$ cat src/vbm_pkg.sv
// Shared types and constants of the 3x3x3 volume box mean filter.
package vbm_pkg;

    // Largest field extents along each axis
    localparam int MAX_X = 32;
    localparam int MAX_Y = 32;
    localparam int MAX_Z = 32;

    // Field and register widths
    localparam int SZ_W   = 6;
    localparam int VAL_W  = 16;
    localparam int CRD_W  = 5;
    localparam int POS_W  = 16;
    localparam int PLN_W  = 11;
    localparam int SUM_W  = 21;
    localparam int CNT_W  = 5;
    localparam int IDX_W  = 2;

    // Voxel history ring: power of two above twice the largest lag
    localparam int HIST_DEPTH = 4096;
    localparam int ADDR_W     = 12;

    // Configuration register indexes
    localparam logic [IDX_W-1:0] REG_SIZE_X = 2'd0;
    localparam logic [IDX_W-1:0] REG_SIZE_Y = 2'd1;
    localparam logic [IDX_W-1:0] REG_SIZE_Z = 2'd2;

    // Input item kinds
    localparam logic KIND_VOXEL = 1'b0;

    typedef enum logic [2:0] {
        S_IDLE,
        S_SET1,
        S_SET2,
        S_READ,
        S_DRAIN,
        S_DINIT,
        S_DIV,
        S_OUT
    } t_state;

    // Controller to datapath
    typedef struct packed {
        logic accept;
        logic cfg_we;
        logic clr_acc;
        logic rd_step;
        logic div_start;
        logic div_step;
        logic out_load;
    } t_cmd;

    // Datapath to controller
    typedef struct packed {
        logic ready;
        logic rd_last;
        logic div_last;
        logic out_free;
    } t_stat;

endpackage

$ cat src/vbm_ctrl.sv
// Controller state machine of the volume box mean filter.
module vbm_ctrl (
    input  logic          i_clk,
    input  logic          i_rst_n,
    input  logic          i_in_valid,
    input  logic          i_cfg_valid,
    input  vbm_pkg::t_stat i_stat,
    output vbm_pkg::t_cmd  o_cmd,
    output logic          o_in_stall,
    output logic          o_cfg_ready
);

    vbm_pkg::t_state r_state, n_state;
    logic            in_acc;
    logic            cfg_acc;

    // Configuration takes priority over items in idle
    assign cfg_acc = (r_state == vbm_pkg::S_IDLE) && i_cfg_valid;
    assign in_acc  = (r_state == vbm_pkg::S_IDLE) && !i_cfg_valid && i_in_valid;

    assign o_cfg_ready = (r_state == vbm_pkg::S_IDLE);
    assign o_in_stall  = (r_state != vbm_pkg::S_IDLE) || i_cfg_valid;

    // State register; reset waits for derived sizes to settle
    always_ff @(posedge i_clk) begin
        if (!i_rst_n) begin
            r_state <= vbm_pkg::S_SET1;
        end else begin
            r_state <= n_state;
        end
    end

    // Next state and commands
    always_comb begin
        n_state = r_state;
        o_cmd   = '0;
        unique case (r_state)
            vbm_pkg::S_IDLE: begin
                o_cmd.cfg_we = cfg_acc;
                o_cmd.accept = in_acc;
                if (cfg_acc) begin
                    n_state = vbm_pkg::S_SET1;
                end else if (in_acc && i_stat.ready) begin
                    o_cmd.clr_acc = 1'b1;
                    n_state       = vbm_pkg::S_READ;
                end
            end
            vbm_pkg::S_SET1:  n_state = vbm_pkg::S_SET2;
            vbm_pkg::S_SET2:  n_state = vbm_pkg::S_IDLE;
            vbm_pkg::S_READ: begin
                o_cmd.rd_step = 1'b1;
                if (i_stat.rd_last) begin
                    n_state = vbm_pkg::S_DRAIN;
                end
            end
            vbm_pkg::S_DRAIN: n_state = vbm_pkg::S_DINIT;
            vbm_pkg::S_DINIT: begin
                o_cmd.div_start = 1'b1;
                n_state         = vbm_pkg::S_DIV;
            end
            vbm_pkg::S_DIV: begin
                o_cmd.div_step = 1'b1;
                if (i_stat.div_last) begin
                    n_state = vbm_pkg::S_OUT;
                end
            end
            vbm_pkg::S_OUT: begin
                if (i_stat.out_free) begin
                    o_cmd.out_load = 1'b1;
                    n_state        = vbm_pkg::S_IDLE;
                end
            end
            default: n_state = vbm_pkg::S_IDLE;
        endcase
    end

    a_read_to_drain: assert property (@(posedge i_clk) disable iff (!i_rst_n)
        (r_state == vbm_pkg::S_READ && i_stat.rd_last) |=> (r_state == vbm_pkg::S_DRAIN))
        else $error("read sweep did not end in drain");

    a_cfg_settle: assert property (@(posedge i_clk) disable iff (!i_rst_n)
        o_cmd.cfg_we |=> (r_state == vbm_pkg::S_SET1))
        else $error("config write not followed by settle");

    a_no_accept_busy: assert property (@(posedge i_clk) disable iff (!i_rst_n)
        (o_cmd.accept || o_cmd.cfg_we) |-> (r_state == vbm_pkg::S_IDLE))
        else $error("transfer taken while busy");

endmodule

$ cat config.mk
export PLATFORM = sky130hd
export DESIGN_NAME = vbm_ctrl
export DESIGN_NICKNAME = d
export VERILOG_FILES = /design/src/vbm_pkg.sv /design/src/vbm_ctrl.sv
export SDC_FILE = /design/constraint.sdc
export NUM_CORES = 1
export LEC_CHECK = 0
export BUFFER_PORTS_ARGS = -buffer_cell sky130_fd_sc_hd__buf_2
export CORE_AREA = 2 2 39 41
export CTS_BUF_LIST = sky130_fd_sc_hd__clkbuf_4 sky130_fd_sc_hd__clkbuf_8 sky130_fd_sc_hd__clkbuf_16
export DETAILED_ROUTE_END_ITERATION = 10
export DIE_AREA = 0 0 41 43
export SLEW_MARGIN = 20
export SYNTH_ARGS = -nofsm -noshare
export SYNTH_HDL_FRONTEND = slang
export SYNTH_SLANG_ARGS = --single-unit
$ cat constraint.sdc
create_clock -name i_clk -period 1.43 [get_ports i_clk]
set_input_delay 0.0715 -clock i_clk [delete_from_list [all_inputs] [get_ports i_clk]]
set_output_delay 0.0715 -clock i_clk [all_outputs]
set_load 0.02 [all_outputs]
==> out/metrics.csv <==
metric;value;unit
clk_root_buffer_cell;clkbuf_4;
cts_tree;built;
nets;66;
ys_types;20;
design_area;402.9;sq um
yosysMostFrequentCell;nand2_1;
power.total;404.3;uW
synth_top_area_share;24.74;%
dr.pass1.iters;2;
fin_crit;1.400;ns
synthTopCellsByCount;7 x nand2_1, 5 x nor2_1, 3 x dfxtp_1, 3 x nor3_1;
reg2reg_slack;0.25;ns
dieHeight;43;um
timing.rr.start;r_state[0]$_SDFFE_PN1P_;
worstPathRequired;1.36;ns
hold_path.class;input port to register;
vdd_drop_max;411.8;uV
ys.flop_type;dfxtp_1;
vias_per_cell;4.356;
die_w;41;um
r2r_end;r_state[1]$_SDFFE_PN0P_;
fin_util;29.11;%
hold_end;r_state[0]$_SDFFE_PN1P_;
portBuffers;16;
antenna_found_initial;0;
maxSlewHeadroom;78.40;%
cts_buffer_depth;2;
grt_start_max_net_pins;14;
ios;17;
path_depth;3;
synth-xor-area-share;0;%
worstSetupPathType;register to primary output;
final_layout_size_suffix_gt1_share;47.37;%
cp_slowest_cell;or4_4;
synth_warnings;0;
rsz0062_at_grt;true;
min_from;i_rst_n;
clk_latency;0.23;ns
ys_seq_elements;3;
rows;14;
synth_seq_area_share;24.74;%
clk_pin_slew;0.03;ns
synth_nets;45;
top_register;r_state;
slew_viol_final;0;
yosys.area_share.simple;41.75;%
htreeDepth;1;
multi_input_area;170.2;sq um
maxCapViolCount;0;
final_cells;73;
synth_area_leaders;dfxtp_1 25%, nand2_1 11%, nor2_1 7.7%, nor3_1 6.2%, a21boi_0 6.2%;
path_max_fanout;4;
hold_depth;2;
status;completed;
period_share;97.91;%
largest_reg_flops;3;
fmax;714.2;MHz
cp.arrival;1.33;ns
setup-tns-final;0;ns
grt_pass1_vias;246;
tightestPinTransition;0.3200;ns
cpLargestDelayFamily;simple AND/OR/NAND/NOR gates;
die_area;0.001763;sq mm
async_flop_share;0;%
grt_pass1_wl;1028;um
synth_fa_ha_area_share;0;%
powerDensity;1003;mW/mm^2
area_delta_synth_final;65.98;%
seq_area;60.06;sq um
place_inst;69;
clock-sinks;3;
fillCellCount;152;
wl;691;um
rr_worst_depth;3;
synth_top_family_by_area;simple AND/OR/NAND/NOR gates;
syn_area;242.7;sq um
path_cells;or4_4, nor2b_4, buf_6;
wl_per_cell;9.466;um
synth_area_leader_cell;dfxtp_1;
worstSetupEndpointType;primary output;
place_congestion;0.7496;
setup_viol;0;
synth.mux.area_fraction;0;%
finalClockSkew;0.004608;ns
syn_inst;37;
drt_iter0_drc;4;
hold_viol;0;
grt_use_total;9.729;%
start_util;17.54;%
dp_hpwl;547.5;um
cts_made_buffers;3;
post-place-ws;0.2154;ns
whs;0.09586;ns
synth-edff-count;0;
worst_slack;0.02989;ns
p_leak;0.1946;nW
ant_nets;0;
drc;0;
synth_area_per_cell;6.560;sq um
place_area;350.3;sq um
cpPeakStageDelay;0.55;ns
n_antenna_cell;0;
postCtsSetupBuffers;0;
num_vias;318;
core;0.001384;sq mm
cp-start-kind;register;
grt-ovfl-total;0;
top_regs;r_state x3;
worst-path-buf-inv;1;
synth_compound_area_share;22.16;%
[power breakdown]
part | switching, mW | leakage [nW] | internal [mW]
Combinational | 0.0817 | 0.151 | 0.0579
Clock | 0.0425 | 0.0184 | 0.123
Sequential | 0.00486 | 0.0250 | 0.0940
Total | 0.129 | 0.195 | 0.275
[cells in the final DEF, fill, tap and decap left out, drive strengths merged]
cell type / n
nor3: 3
nand3: 1
a21boi: 2
o311ai: 1
inv: 2
nor2: 5
or4: 1
and2: 2
a21oi: 1
dfxtp: 3
a31oi: 1
nand2: 7
or3: 1
buf: 19
clkbuf: 4
o21ai: 2
nor2b: 1
o2111ai: 1
[routing by layer]
| layer | routed length (um) | global-route usage [%] |
|---|---|---|
| met1 | 324 | 10.58 |
| met2 | 313 | 11.56 |
| met3 | 43 | 6.283 |
| met4 | 9 | 10.00 |
| met5 | 0 | 0 |
[cells by family after synthesis]
group,after synthesis
compound gates,8
flops,3
buf+inv,5
simple gates,21
[how the worst max path moves through the flow]
stage                                        from        to  slack, ns
after floorplan           r_state[0]$_SDFFE_PN1P_  o_cmd[4]      0.009
after global placement    r_state[0]$_SDFFE_PN1P_  o_cmd[4]       0.25
after detailed placement  r_state[0]$_SDFFE_PN1P_  o_cmd[4]       0.22
after CTS                 r_state[2]$_SDFFE_PN0P_  o_cmd[4]      -0.03
after global routing      r_state[0]$_SDFFE_PN1P_  o_cmd[4]      -0.03
final                     r_state[0]$_SDFFE_PN1P_  o_cmd[4]       0.03
[area by class of cell]
| cell class | count | share of cell area, % |
|---|---|---|
| multi-input combinational | 29 | 42.24 |
| clock buffer | 4 | 7.453 |
| inverter | 2 | 1.863 |
| timing repair buffer | 19 | 28.57 |
| sequential | 3 | 14.91 |
| tap | 16 | 4.969 |
[repair_timing]
action / in CTS / in global routing
hold buffers: 0 / 0
resized for setup: 1 / 6
pin swaps: 1 / 1
cloned: 0 / 0
setup endpoints to repair: 1 / 2
(Power assumes the default switching activity.)
